## src/rtl/dq_pkg.sv

```systemverilog
package dq_pkg;

  localparam int WORD_W  = 32;
  localparam int CMD_W   = 3;
  localparam int STAT_W  = 2;
  localparam int COUNT_W = 5;

  localparam logic [CMD_W-1:0] CMD_PUSH_FRONT = 3'd0;
  localparam logic [CMD_W-1:0] CMD_PUSH_BACK  = 3'd1;
  localparam logic [CMD_W-1:0] CMD_POP_FRONT  = 3'd2;
  localparam logic [CMD_W-1:0] CMD_POP_BACK   = 3'd3;
  localparam logic [CMD_W-1:0] CMD_PEEK_FRONT = 3'd4;
  localparam logic [CMD_W-1:0] CMD_PEEK_BACK  = 3'd5;

  localparam logic [STAT_W-1:0] ST_OK    = 2'd0;
  localparam logic [STAT_W-1:0] ST_EMPTY = 2'd1;
  localparam logic [STAT_W-1:0] ST_FULL  = 2'd2;

  typedef struct packed {
    logic [CMD_W-1:0]         command;
    logic signed [WORD_W-1:0] push_value;
  } dq_in_t;

  typedef struct packed {
    logic signed [WORD_W-1:0] read_value;
    logic [STAT_W-1:0]        status;
    logic [COUNT_W-1:0]       item_count;
  } dq_out_t;

endpackage

```

## src/rtl/dq_ram.sv

```systemverilog
module dq_ram #(
  parameter int DEPTH = 16
) (
  input  logic                                  clk,
  input  logic                                  wr_en,
  input  logic [$clog2(DEPTH)-1:0]              wr_addr,
  input  logic signed [dq_pkg::WORD_W-1:0]      wr_data,
  input  logic                                  rd_en,
  input  logic [$clog2(DEPTH)-1:0]              rd_addr,
  output logic signed [dq_pkg::WORD_W-1:0]      rd_data
);
  import dq_pkg::*;

  logic signed [WORD_W-1:0] mem [DEPTH];

  always_ff @(posedge clk) begin
    if (wr_en) begin
      mem[wr_addr] <= wr_data;
    end
  end

  always_ff @(posedge clk) begin
    if (rd_en) begin
      rd_data <= mem[rd_addr];
    end
  end

endmodule

```

## src/rtl/double_ended_queue.sv

```systemverilog
// Bounded double-ended queue of signed 32-bit words kept in a ring buffer.
//
// Input channel (in_valid / in_stall / in_data): one command per item:
// push front or back, pop front or back, peek front or back.
// Output channel (out_valid / out_stall / out_data): exactly one result item
// per command, in command order: the word read, a status and the count of
// stored words after the command.
//
// Pushes, failed pops or peeks and unused codes produce their result in the
// cycle after acceptance and may be issued every cycle while the receiver
// does not stall. A successful pop or peek reads the entry RAM, whose read
// port is registered, so its result passes through the RAM read register
// and then the output register; no new command is taken while it is pending.
//
// Reset (rst_n low, synchronous) empties the queue and drops any pending
// result; entry RAM contents are not cleared, since no entry is read before
// it is written. While the receiver stalls, the result is held in the output
// register and in_stall rises, so no further command is taken until the
// result has been taken.
module double_ended_queue #(
  parameter int DEPTH = 16
) (
  input  logic            clk,
  input  logic            rst_n,
  input  logic            in_valid,
  output logic            in_stall,
  input  dq_pkg::dq_in_t  in_data,
  output logic            out_valid,
  input  logic            out_stall,
  output dq_pkg::dq_out_t out_data
);
  import dq_pkg::*;

  localparam int AW = $clog2(DEPTH);
  localparam int CW = $clog2(DEPTH + 1);
  localparam logic [AW-1:0] LAST_IDX = AW'(DEPTH - 1);
  localparam logic [CW-1:0] FULL_CNT = CW'(DEPTH);

  function automatic logic [AW-1:0] ring_next(input logic [AW-1:0] i);
    return (i == LAST_IDX) ? '0 : i + 1'b1;
  endfunction

  function automatic logic [AW-1:0] ring_prev(input logic [AW-1:0] i);
    return (i == '0) ? LAST_IDX : i - 1'b1;
  endfunction

  // Queue pointers and occupancy
  logic [AW-1:0] head_r, head_nxt;
  logic [AW-1:0] tail_r, tail_nxt;
  logic [CW-1:0] count_r, count_nxt;

  // A RAM read is in flight; its result goes out next cycle
  logic               pend_r;
  logic [COUNT_W-1:0] pend_cnt_r;

  logic    out_valid_r;
  dq_out_t out_data_r;

  logic                accept;
  logic                is_empty, is_full;
  logic                wr_en, rd_en;
  logic [AW-1:0]       wr_addr, rd_addr;
  logic signed [WORD_W-1:0] rd_data;
  logic [STAT_W-1:0]   imm_status;
  logic [CW+COUNT_W-1:0] count_ext;
  logic [COUNT_W-1:0]  count_out;

  // Hold off new commands while a read is pending or a result is stalled
  assign in_stall = !rst_n || pend_r || (out_valid_r && out_stall);
  assign accept   = in_valid && !in_stall;

  assign is_empty = (count_r == '0);
  assign is_full  = (count_r == FULL_CNT);

  // Item count is reported masked to the field width
  assign count_ext = {{COUNT_W{1'b0}}, count_nxt};
  assign count_out = count_ext[COUNT_W-1:0];

  always_comb begin
    head_nxt   = head_r;
    tail_nxt   = tail_r;
    count_nxt  = count_r;
    wr_en      = 1'b0;
    wr_addr    = tail_r;
    rd_en      = 1'b0;
    rd_addr    = head_r;
    imm_status = ST_OK;
    if (accept) begin
      unique case (in_data.command)
        CMD_PUSH_FRONT, CMD_PUSH_BACK: begin
          if (is_full) begin
            imm_status = ST_FULL;
          end else if (in_data.command == CMD_PUSH_FRONT) begin
            head_nxt  = ring_prev(head_r);
            wr_en     = 1'b1;
            wr_addr   = ring_prev(head_r);
            count_nxt = count_r + 1'b1;
          end else begin
            wr_en     = 1'b1;
            wr_addr   = tail_r;
            tail_nxt  = ring_next(tail_r);
            count_nxt = count_r + 1'b1;
          end
        end
        CMD_POP_FRONT, CMD_POP_BACK: begin
          if (is_empty) begin
            imm_status = ST_EMPTY;
          end else begin
            rd_en = 1'b1;
            if (in_data.command == CMD_POP_FRONT) begin
              rd_addr  = head_r;
              head_nxt = ring_next(head_r);
            end else begin
              rd_addr  = ring_prev(tail_r);
              tail_nxt = ring_prev(tail_r);
            end
            count_nxt = count_r - 1'b1;
            // Rewind both ends once the last word leaves
            if (count_r == CW'(1)) begin
              head_nxt = '0;
              tail_nxt = '0;
            end
          end
        end
        CMD_PEEK_FRONT, CMD_PEEK_BACK: begin
          if (is_empty) begin
            imm_status = ST_EMPTY;
          end else begin
            rd_en   = 1'b1;
            rd_addr = (in_data.command == CMD_PEEK_FRONT) ? head_r : ring_prev(tail_r);
          end
        end
        default: begin
          imm_status = ST_OK;
        end
      endcase
    end
  end

  dq_ram #(
    .DEPTH(DEPTH)
  ) u_ram (
    .clk     (clk),
    .wr_en   (wr_en),
    .wr_addr (wr_addr),
    .wr_data (in_data.push_value),
    .rd_en   (rd_en),
    .rd_addr (rd_addr),
    .rd_data (rd_data)
  );

  always_ff @(posedge clk) begin
    if (!rst_n) begin
      head_r      <= '0;
      tail_r      <= '0;
      count_r     <= '0;
      pend_r      <= 1'b0;
      out_valid_r <= 1'b0;
    end else begin
      head_r  <= head_nxt;
      tail_r  <= tail_nxt;
      count_r <= count_nxt;
      pend_r  <= rd_en;
      if ((accept && !rd_en) || pend_r) begin
        out_valid_r <= 1'b1;
      end else if (!out_stall) begin
        out_valid_r <= 1'b0;
      end
    end
  end

  // Payload: immediate results load at acceptance, read results once pend_r shows the RAM word is ready
  always_ff @(posedge clk) begin
    if (rd_en) begin
      pend_cnt_r <= count_out;
    end
    if (pend_r) begin
      out_data_r <= '{read_value: rd_data, status: ST_OK, item_count: pend_cnt_r};
    end else if (accept && !rd_en) begin
      out_data_r <= '{read_value: '0, status: imm_status, item_count: count_out};
    end
  end

  assign out_valid = out_valid_r;
  assign out_data  = out_data_r;

endmodule

```

## config.mk

```make
export PLATFORM = sky130hd
export DESIGN_NAME = double_ended_queue
export DESIGN_NICKNAME = d
export VERILOG_FILES = /design/src/rtl/dq_pkg.sv /design/src/rtl/dq_ram.sv /design/src/rtl/double_ended_queue.sv
export SDC_FILE = /design/constraint.sdc
export NUM_CORES = 1
export LEC_CHECK = 0
export BUFFER_PORTS_ARGS = -buffer_cell sky130_fd_sc_hd__buf_2
export CAP_MARGIN = 10
export CORE_MARGIN = 1.5
export CORE_UTILIZATION = 56
export CTS_CLUSTER_SIZE = 14
export DETAILED_ROUTE_END_ITERATION = 10
export GPL_TIMING_DRIVEN = 0
export HOLD_SLACK_MARGIN = 0.15
export MAX_ROUTING_LAYER = met4
export PLACE_DENSITY = 0.75
export SLEW_MARGIN = 20
export SYNTH_ARGS = -nofsm -noshare
export SYNTH_HDL_FRONTEND = slang
export SYNTH_SLANG_ARGS = --single-unit
```

## constraint.sdc

```tcl
create_clock -name clk -period 4.81 [get_ports clk]
set_input_delay 0.2405 -clock clk [delete_from_list [all_inputs] [get_ports clk]]
set_output_delay 0.2405 -clock clk [all_outputs]
set_load 0.05 [all_outputs]
```

==> results of run 1 <==
cell type report:
class / instances / share of cell area (%)
sequential: 603 / 64.2
multi-input combinational: 798 / 20.5
clock buffer: 75 / 5.42
timing repair buffer: 132 / 4.42
tap: 539 / 2.41
buffer: 99 / 1.84
clock inverter: 30 / 0.949
inverter: 17 / 0.228
per-stage QoR:
stage	util (%)	setup slack, ns	instances	total power, mW	hold WS [ns]
floorplan	-	0.181	1517	6.28	0.339
detailed placement	61.2	0.395	2154	6.51	0.511
global route	66.2	0.0304	2293	11.0	0.260
global placement	59.7	-2.38	2135	6.49	0.473
CTS	66.2	0.341	2293	10.8	0.194
finish	66.2	0.207	2293	10.7	0.212
registers in the layout, summed over array words and instances, names as in the netlist:
name           cells
out_data          39
head_r             4
tail_r             4
count_r            5
pend_cnt_r         5
out_valid          1
u_ram.rd_data     32
u_ram.mem        512
pend_r             1
logic make-up after synthesis:
group	count (synthesis)
flip-flops	603
XOR/XNOR	3
AO/OA/AOI/OAI	340
adder cells (fa/ha/maj)	12
buffers and inverters	116
multiplexers	132
AND/OR/NAND/NOR	311
tightest hold or removal path, delay by kind of cell:
family / cells / cell delay, ns
and+or+nand+nor: 2 / 0.41
buffers and inverters: 1 / 0.12
where the power goes:
| part | internal, mW | switching [mW] |
|---|---|---|
| clock | 2.43 | 1.88 |
| combinational | 0.193 | 0.431 |
| sequential | 5.80 | 0.0113 |
final timing paths:
kind | depth (start not counted) | startpoint | to | slack [ns]
setup reg to reg | 12 | count_r[0] | u_ram.rd_data[30] | 0.21
setup / recovery | 12 | count_r[0] | u_ram.rd_data[30] | 0.21
hold reg to reg | 2 | out_data[5] | out_data[5] | 0.52
hold / removal | 3 | in_valid | pend_r | 0.21
repair_timing:
item                                   4_1_cts  5_1_grt
gates resized for setup                      0        0
hold buffers                                34        0
endpoints found under the hold margin      516        0
placed cells by master (no fill, tap or decap), types with 17 or more instances in the layout:
master         Yosys  layout
edfxtp_1         586     586
a211oi_2          28      28
a21oi_1           80      80
nand2_1           95      95
a211oi_1         101     101
dlygate4sd3_1      0      34
clkbuf_1          39      56
and2_1            38      38
clkbuf_16          0      58
nor2_4             0      17
o21ai_0           19      19
o22ai_1           67      67
mux2i_1          132     132
or4_1             33      33
and3_1            66      66
buf_2             45     124
dfxtp_1           17      17
metal layers:
layer	vias up	routed length [microns]
met3	136	5020
met4	0	1940
met5	-	0
met2	724	27600
li1	6401	-
met1	7158	22700
==> reports/results.txt, run 1 <==
The flow ran to the end, and the final reports show no timing, DRC or antenna violations. Port buffering added 79 buffers. Global routing used 27.2% of the available tracks across all layers. The tree is rooted in a clkbuf_16.

The DRC violation count after routing was 0. For the worst-skew pair, the clock arrives at the later sink with an insertion delay of 0.62 ns. The total clock sinks is 603.

Warning count from the yosys run: 0. For the arrival time at the worst endpoint, the log shows 4.93 ns. For the data required time at the worst endpoint, the log shows 5.14 ns.

The sequential standard cell area was 17,900 sq um. The first global-routing pass estimated 85.9 mm of wire. After Yosys synthesis, full adders, half adders and majority gates account for 0.622% of the synthesized area. In this run the vertical extent of the chip is 211 microns. The maximum clock insertion buffer count came out at 3. The total overflow left after global routing is 0. edfxtp_1 takes more of the synthesized area than any other cell.

Setup repair after global routing left no endpoint under its margin. The final route contains 14,400 vias. The clock tree synthesis step divided the H-tree into 2 levels.

The worst-margin pin slew works out to 0.930 ns. The run gives 35.2% as the global routing usage on met1. The max-slew violation count was 0; the maximum net fanout on the critical path was 10.

TritonCTS built the clock tree. Dividing the detail-routed wire length by the instance count gives 25.0 microns. After detailed routing, the number of vias per cell comes to 6.29. For this run, global-route usage on met3 was measured as 4.74%. Dividing total power by cell area gives a power density of 384 nW/um^2.

For the met2 usage in global routing, the log shows 43.2%. By instance count, the leading cell after synthesis is edfxtp_1. In this run the worst hold path is classified as primary input to flip-flop. The number of distinct library cells after synthesis is 64, and the shortest period the worst path allows is 4.60 ns. 0 antenna diodes ended up in the layout. In the synthesized netlist, the cells that appear most often are edfxtp_1 (586), mux2i_1 (132), a211oi_1 (101).

The average instance in the mapped netlist occupies 15.9 sq um. On the worst path, the slowest cell contributes a delay of 0.67 ns. Once the floorplan was initialized, standard cells occupied 57.1% of the core. The routability-driven placement congestion ratio came out at 0.894. Final routed wirelength across all metal layers: 57.4 mm. Summing the areas of all compound-gate instances in the mapped netlist gives 10.0% of the synthesized area. Of the post-synthesis cell area, the dominant cell type holds 72.9%. The fraction of the mapped netlist area in simple logic gates came out at 7.01%.

The first routing iteration left 1,429 violations. Summed over all nets, the half-perimeter wirelength after detailed placement is 36.8 mm. The worst setup path is captured at a flip-flop. Counting the buffers created by CTS gives 57. Setup violations remaining at the end of the flow were counted as 0. The final number of hold-violating endpoints came out at 0. In the post-synthesis netlist, the biggest area contributors are edfxtp_1 (73%), mux2i_1 (5.5%), a211oi_1 (3.1%). For the share of the yosys chip area belonging to registers, the log shows 74.3%. The worst-case IR drop observed on VDD is 0.269 mV. Max-cap violations in this run came to 0.

Based on the critical path, the design can be clocked at up to 217 MHz. In this run, synthesis inferred 586 flip-flops with an integrated enable. The worst path uses 95.7% of the clock period.

Before antenna repair, the detailed router went through 7 iterations. The run gives 14,400 as the number of global-route vias before repair. The fraction of synthesized area in multiplexers was 5.48%; the total number of nets in the final design was 1,759. The run gives 1,568 as the post-synthesis net count. In this run the tightest slew margin relative to its limit is 37.5%. After clock tree synthesis, the clock-pin slew on the worst setup and hold paths is 0.06 ns.

The buffering stage count on the worst path with inverters included was 4; the final-layout setup total negative slack was 0 ns. Die width: 211 microns. By instance count, the cell type seen most on the critical path is buf_2. The run gives 0.0166 ns as the setup clock skew after layout. The core region area is 42,200 sq um.

The critical path in this run is classified as flip-flop to flip-flop. The count of nets left with antenna violations once routing finished came out at 0. The area added between synthesis and finish is 15.8%, and the maximum number of pins on one net before global-route repair is 24. Summing every instance area after synthesis gives 24,100 sq um. The post-synthesis sequential element count is 603. Cell family with the largest share of critical-path delay: simple AND/OR/NAND/NOR gates. The number of post-CTS setup repair buffers was 0; the area of combinational cells with multiple inputs was 5740 sq um.

For the total number of placement rows, the log shows 75. The post-placement cell area is 25,800 sq um. Walking the worst path, the cells encountered are clkbuf_1, inv_1, ha_1, nor4b_1, o21ai_0, a41o_1, nand2_1, buf_2, buf_2, mux2i_1, o22ai_1, or4_1.

The gate count after technology mapping was 1,517. The global routing stage identified its most utilized layer as met2. The leakage power total was 8.96 nW. The initial antenna violation count came out at 0.

The finished cells cover 27,900 sq um. The overall die area is 44,300 sq um, and the share of final-layout standard cells stronger than drive strength 1 is 16.6%. By area, the combinational part of the netlist is dominated by compound AO/OA/AOI/OAI gates.

The type of origin of the critical path is a flip-flop. Summing the areas of all xor and xnor instances in the mapped netlist gives 0.109% of the synthesized area. The most used flip-flop cell after synthesis is edfxtp_1.

The layout has 2,815 filler cells. The master of the slowest instance on the critical path was nor4b_1. Counting flops with an async set or reset pin after synthesis yields a share of 0%.

The run gives 80 as the I/O pin count.
No activity file was read; power rests on OpenSTA's default activity.
==> inputs of run 2 (changes only) <==
--- a/config.mk
+++ b/config.mk
@@ -8,13 +8,13 @@
 export BUFFER_PORTS_ARGS = -buffer_cell sky130_fd_sc_hd__buf_2
 export CAP_MARGIN = 10
 export CORE_MARGIN = 1.5
-export CORE_UTILIZATION = 56
+export CORE_UTILIZATION = 60
 export CTS_CLUSTER_SIZE = 14
 export DETAILED_ROUTE_END_ITERATION = 10
 export GPL_TIMING_DRIVEN = 0
 export HOLD_SLACK_MARGIN = 0.15
 export MAX_ROUTING_LAYER = met4
-export PLACE_DENSITY = 0.75
+export PLACE_DENSITY = 0.76
 export SLEW_MARGIN = 20
 export SYNTH_ARGS = -nofsm -noshare
 export SYNTH_HDL_FRONTEND = slang
==> constraint.sdc (replaced) <==
create_clock -name clk -period 4.42 [get_ports clk]
set_input_delay 0.221 -clock clk [delete_from_list [all_inputs] [get_ports clk]]
set_output_delay 0.221 -clock clk [all_outputs]
set_load 0.05 [all_outputs]
==> run 2 against run 1 <==
Sequential share of layout area is 0.092 points lower. Combinational power grew 9.0%. Clock skew rose by 0.014 ns. Final cell count down 0.44%. Routed wire length decreased by 0.36%. Critical path type unchanged. Critical endpoint is now u_ram.rd_data[22]. Largest power group unchanged.
==> reports/results.txt, run 2 (synthesis results as in run 1) <==
The vias per cell is 6.33. The max-slew violation count is 0, and the arrival time at the worst endpoint is 4.61 ns. The DRC violation count after routing was 0.

Entering global routing, the biggest net connects 25 pins. The flip-flop count of the largest register, all copies and words added was 512. Measured against its own limit, the worst slew margin works out to 41.2%. Before CTS, the worst setup slack after placement is -0.0116 ns. The path class of the tightest hold or removal check is primary input to flip-flop. The tools report the first-pass GRT wire length as 85.0 mm.

The routability-driven placement congestion ratio is 0.864. The number of max-capacitance violations reported is 0, and the maximum level of the CTS H-tree is 2. Setup repair after global routing left no endpoint under its margin. The wire length per cell after detailed routing was 25.0 microns.

The critical path class is flip-flop to flip-flop. The DRC marker count from the first detailed-route iteration came out at 1,328. TritonCTS built the clock tree. For the half-perimeter wire length after placement, the log shows 36.8 mm.

For the number of global-route vias before repair, the log shows 14,400. The worst path needs 4.29 ns of the cycle, external delays included. The final number of hold-violating endpoints was 0; the maximum operating frequency was 233 MHz. The library cell used most frequently in the layout, excluding fill and tap cells, is edfxtp_1. The initial antenna violation count is 1, and the final design area excluding fillers is 28,000 sq um. The core region area is 39,700 sq um, and the total vias in the final route is 14,400. The aggregate global routing overflow is 0, and the final worst-path cycle share is 97.2%. The tools report the starting utilization of the core area as 60.7%. The register with the most flip-flops is u_ram.mem. For the number of CTS-inserted buffers, the log shows 56.

The maximum net fanout on the critical path was 10; the setup clock skew after layout was 0.0302 ns. Across every metal layer, demand over resource in global routing totals 28.5%. The logs give 57.1 mm for the final routed wirelength across all metal layers and 41,400 sq um for the overall die area.

During I/O placement, the number of pins put on the boundary was 80. The height of the die is 204 microns. The tree is rooted in a clkbuf_16. The area added between synthesis and finish came out at 16.0%. The clock slew at the register clock pins of the worst setup and hold paths is 0.06 ns, and the total number of nets in the final design is 1,765. Post-placement cell area: 25,800 sq um. Port buffering added 79 buffers.

The worst-margin pin slew came out at 0.874 ns. At the worst endpoint, the required time is 4.74 ns. The clock passes through at most 3 buffers. The clock net in this run drives a total of 603 sinks. The remaining number of nets flagged by the antenna check after routing was 0. In this run the core area contains 73 standard-cell rows. The worst path meets setup with 0.126 ns of slack.

The first detailed-routing pass ran for 6 iterations. The share of final-layout standard cells stronger than drive strength 1 was 16.9%; the count of endpoints failing setup in the final report was 0. The later pin in the worst-skew pair is clocked with a latency of 0.61 ns. VDD sags by at most 0.318 mV.

The library cells used most frequently in the layout, excluding fill and tap cells, are edfxtp_1 (586), mux2i_1 (132), buf_2 (120), a211oi_1 (101), nand2_1 (95). The flow ran to the end, and the final reports show no timing, DRC or antenna violations. For this design the static power due to leakage is 8.99 nW.

Dividing total power by cell area gives a power density of 416 nW/um^2. STA classifies the critical path endpoint as a flip-flop. Die width: 204 microns. The worst setup path is launched from a flip-flop.
==> run 2: changes by cell type in the layout (fill, tap and decap cells not counted), moves of 4 or more <==
| cell | previous run | this run |
|---|---|---|
| buf_12 | 3 | 12 |
| buf_16 | 16 | 12 |
| buf_2 | 124 | 120 |
| clkbuf_1 | 56 | 48 |
| clkbuf_4 | 0 | 4 |
| clkinv_1 | 16 | 23 |
==> run 2: report_power, final <==
group | total, mW | internal, mW | switching [mW]
sequential | 6.32 | 6.31 | 0.0121
clock | 4.63 | 2.63 | 2.01
combinational | 0.680 | 0.212 | 0.467
==> run 2: final timing paths <==
kind / slack [ns] / startpoint / endpoint / depth (start not counted)
worst min-delay path: 0.21 / in_data[34] / out_data[6] / 5
worst min register to register: 0.50 / out_data[6] / out_data[6] / 2
worst max register to register: 0.13 / count_r[0] / u_ram.rd_data[22] / 13
worst max-delay path: 0.13 / count_r[0] / u_ram.rd_data[22] / 13
==> run 2: layout make-up <==
type	instances	area (sq um)
antenna	1	2.50
buffer	99	524
clock buffer	66	1460
clock inverter	35	275
fill	2516	11700
inverter	17	63.8
multi-input combinational	799	5750
sequential	603	17900
tap	525	657
timing repair buffer	138	1310
==> run 2: layer usage <==
| layer | vias to the layer above | GRT usage [%] | share of wire, % |
|---|---|---|---|
| met4 | 0 | 10.6 | 3.1 |
| met5 | - | - | 0 |
| li1 | 6418 | - | - |
| met1 | 7146 | 37.3 | 40 |
| met3 | 131 | 4.79 | 8.6 |
| met2 | 754 | 45.5 | 48 |
==> run 2: repair_timing <==
action / CTS / global route
pin swaps: 0 / 5
gates resized for setup: 1 / 4
gates cloned: 0 / 1
endpoints found under the hold margin: 516 / 0
buffers inserted: 0 / 7
endpoints found under the setup margin: 8 / 125
hold buffers: 34 / 0
==> run 2: worst max-delay path, cell delays in order (launching register included) <==
cell      delay (ns)
dfxtp_1         0.33
clkbuf_1        0.22
inv_1           0.17
ha_1            0.25
or4b_1          0.45
buf_2           0.18
a21o_1          0.19
a41o_1          0.29
nand2_1         0.20
buf_2           0.34
clkbuf_4        0.38
mux2i_1         0.23
o22ai_1         0.13
or4_1           0.61
==> run 2: metrics by stage <==
stage / hold slack, ns / instances / TNS, ns / util (%) / total power, mW
after floorplan: 0.320 / 1517 / 0 / - / 6.84
after global placement: 0.477 / 2121 / -673.60 / 63.4 / 7.05
after detailed placement: 0.490 / 2139 / -0.0116 / 64.8 / 7.08
after CTS: 0.184 / 2274 / 0 / 70.1 / 11.7
after global routing: 0.237 / 2283 / 0 / 70.4 / 11.9
final: 0.209 / 2283 / 0 / 70.4 / 11.6
==> inputs of run 3 (changes only) <==
--- a/config.mk
+++ b/config.mk
@@ -5,6 +5,7 @@
 export SDC_FILE = /design/constraint.sdc
 export NUM_CORES = 1
 export LEC_CHECK = 0
+export ABC_AREA = 1
 export BUFFER_PORTS_ARGS = -buffer_cell sky130_fd_sc_hd__buf_2
 export CAP_MARGIN = 10
 export CORE_MARGIN = 1.5
==> run 3 against run 2 <==
Hold slack better by 0.057 ns. Register-to-register slack improved by 0.54 ns. Critical path depth decreased by 3. Core utilization is 0.51 points lower. Die area up 7.9%. Synthesized cell count increased by 60%. Clock power grew 4.8%. Final cell count up 42%. Non-clock buffer count up 40. Sequential power about the same. Clock skew fell by 0.012 ns. Critical path type unchanged. Largest cell class unchanged.
==> reports/results.txt, run 3 <==
The run finished with clean final reports. The buffer cell driving the clock tree root was clkbuf_16. In the final routing, the length of wire on met1 measures 26.6 mm.

For the final database, setup skew stands at 0.0182 ns. Among all flip-flop cells after synthesis, the most frequent one is edfxtp_1. After clock tree synthesis, the flow added hold-fix buffers numbering 38.

Along the worst path, the maximum fanout reaches 18. The final design area excluding fillers was 30,100 sq um. Initial antenna violation count: 0. The library cells used most frequently in the layout, excluding fill and tap cells, are nand2_1 (620), nand3_1 (599), edfxtp_1 (586), inv_1 (326), buf_2 (180). The max-slew violation count was 0; the number of enable-type register cells in the synthesized netlist was 586. In this design, the largest share of critical-path delay is due to simple AND/OR/NAND/NOR gates. Dividing the detail-routed wire length by the instance count gives 22.5 microns. The run gives 2,474 as the post-synthesis net count.

The detail route stage leaves a number of antenna-violating nets equal to 0. The count of endpoints failing setup in the final report is 0. The total clock sinks came out at 603.

The min-delay analysis places its worst path in the category primary input to flip-flop. The library cell used most frequently in the layout, excluding fill and tap cells, is nand2_1. TritonCTS built the clock tree. The maximum vdd drop was 0.315 mV. The number of max-capacitance violations reported is 0.

Summing the sequential cell areas from Yosys gives 68.8% of the chip area. Routability-driven placement finished with a final weighted congestion of 0.921. After the first detailed-routing iteration, the DRC count stood at 2,557. The aggregate global routing overflow is 0. In this run the count of I/O pins placed on the die edge is 80. Once the floorplan was initialized, standard cells occupied 60.6% of the core. For this run, the total global-route usage over all layers was measured as 34.3%. At the pin with the least slew margin, the transition time is 1.02 ns.

On the final layout, the worst hold slack is 0.266 ns. After detailed routing, the total wire length is 73.2 mm. The critical path crosses 10 cells after its start point. Power spread over the standard cell area amounts to 404 nW/um^2. The met3 layer wire length in the routed design came out at 8.82 mm. The type of origin of the critical path is a flip-flop.

The tools report the maximum operating frequency as 266 MHz. The final worst-path cycle share works out to 85.0%. In the synthesized netlist the async set-or-reset flop fraction comes to 0%.

Counting instances in the post-synthesis netlist gives the leading cell types as nand2_1 (621), nand3_1 (599), edfxtp_1 (586). The share of final-layout standard cells stronger than drive strength 1 was 12.7%. For the clock latency of the later-clocked register in the worst-skew pair, the log shows 0.62 ns. More flip-flops sit in one register than any other, and that register is u_ram.mem.

Number of post-CTS setup repair buffers: 0. Data on the critical path arrives at its endpoint at 4.08 ns. In this run the number of H-tree levels came out at 2. The highest metal layer with signal wires is met4.

The utilization of the core after routing is 69.9%, and the share of the synthesized area in the top cell type is 67.5%. For this design, the slowest cell found on the critical path is nor2_4. Sorting the synthesized cells by area gives the leading types as edfxtp_1 (68%), nand3_1 (12%), nand2_1 (8.9%). For this run, the post-layout net count is 2,671.

The shortest period the worst path allows was 3.76 ns; the data required time at the worst endpoint was 4.74 ns. Fill cells in the final layout number 2,950. The final route contains 19,200 vias.

The routed length on met2 was 34.1 mm. The half-perimeter wire length after placement came out at 47.8 mm. The placed instances occupy a cell area of 27,800 sq um. The worst-case reg-to-reg path depth was 10; the number of resized instances in the post-cts repair step was 0. The final number of hold-violating endpoints came out at 0. The synthesized design spends more area on one cell type than any other, namely edfxtp_1.

Summed instance area of the synthesized netlist: 26,100 sq um. The post-synthesis sequential element count came out at 603. The cell count after placement came out at 3,107. The register-to-register path setup slack came out at 0.66 ns. The die width works out to 211 microns. The pre-antenna-repair detailed-routing pass consisted of 7 iterations.

The gate count after technology mapping came out at 2,423. The first global-routing pass estimated 108 mm of wire. The total area inside the core boundary comes to 43,000 sq um.

In this run the tightest slew margin relative to its limit is 32.0%. The register with the most flip-flops in the layout has 512 of them. The buffering stage count on the worst path with inverters included was 2.

The floorplan step set the die height to 211 microns. The number of port buffers is 79, and the post-layout instance count excluding filler cells is 3,253. The analysis attributes to cell leakage a power of 12.4 nW. Traced cell by cell, the critical path runs through inv_1, ha_1, nand3_1, nand2_1, nor2_2, nand2_1, o21ai_0, nand3_1, nor2_4, buf_16. The mean cell area of the mapped netlist works out to 10.8 sq um. STA classifies the critical path endpoint as a flip-flop.

The count of antenna diodes in the layout was 0. The vias per cell came out at 5.90. The initialized floorplan defines 76 standard-cell rows. The number of global-route vias before repair is 18,700, and the maximum clock insertion buffer count is 3. Most instantiated library cell after synthesis: nand2_1.

The DRC violation count after routing is 0, and the clock slew at the register clock pins of the worst setup and hold paths is 0.06 ns. The number of cells on the worst hold path came out at 6. The warning count from the yosys run is 0, and the biggest cell delay along the critical path is 0.74 ns. The die covers 44,700 sq um.

The critical path class is flip-flop to flip-flop. Setup repair after global routing left no endpoint under its margin. The area added between synthesis and finish came out at 15.3%. The logs give 28 for the maximum number of pins on one net before global-route repair and 37 for the number of distinct library cells after synthesis. The number of CTS-inserted buffers is 58.
[run 3: changes by cell type in the layout (fill, tap and decap cells not counted), sizes merged, moves of 10 or more]
| cell | change |
|---|---|
| nand3 | +593 |
| nand2 | +529 |
| inv | +313 |
| mux2i | -132 |
| a211oi | -122 |
| a21oi | -72 |
| and3 | -67 |
| buf | +62 |
| o22ai | -61 |
| and2 | -38 |
| or4 | -33 |
| clkbuf | -27 |
| nor2 | +10 |
[run 3: logic make-up after synthesis]
kind of cell / count (synthesis) / synth area share, %
AND/OR/NAND/NOR: 1274 / 21.5
flip-flops: 603 / 68.8
buffers and inverters: 471 / 7.51
AO/OA/AOI/OAI: 52 / 1.23
adder cells (fa/ha/maj): 12 / 0.576
XOR/XNOR: 11 / 0.370
[run 3: final timing paths]
| kind | startpoint | endpoint |
|---|---|---|
| worst max-delay path | count_r[0] | u_ram.mem[7][26] |
| worst min-delay path | in_data[32] | head_r[2] |
| worst max register to register | count_r[0] | u_ram.mem[7][26] |
| worst min register to register | u_ram.rd_data[7] | out_data[14] |
[run 3: tightest hold or removal path, delay by kind of cell]
family,cells,cell delay [ns]
simple gates,3,0.38
compound gates,2,0.14
buf+inv,1,0.09
[run 3: final cells by class]
type,instances,area (sq um),share of cell area (%)
Timing Repair Buffer,137,1270,4.24
Sequential cell,603,17900,59.7
Inverter,331,1240,4.13
Buffer,140,716,2.38
Clock inverter,43,302,1.00
Multi-Input combinational cell,1349,6310,21.0
Tap cell,585,732,2.44
Clock buffer,65,1540,5.13
[run 3: metal layers]
| metal | vias up | track usage, % |
|---|---|---|
| li1 | 8561 | - |
| met4 | 0 | 17.3 |
| met3 | 247 | 7.31 |
| met5 | - | - |
| met1 | 9078 | 43.4 |
| met2 | 1320 | 52.9 |
[run 3: through the flow]
stage | setup WS (ns) | total power, mW | TNS (ns)
3_3_place_gp | -1.10 | 7.32 | -420.86
4_1_cts | 0.734 | 12.1 | 0
2_1_floorplan | 0.869 | 7.00 | 0
3_5_place_dp | 0.796 | 7.36 | 0
5_1_grt | 0.453 | 12.4 | 0
6_report | 0.665 | 12.2 | 0
[run 3: power breakdown]
part	internal, mW	total (mW)	switching, mW
registers	6.33	6.35	0.0163
logic	0.247	0.953	0.706
clock network	2.72	4.85	2.13
total	9.30	12.2	2.85
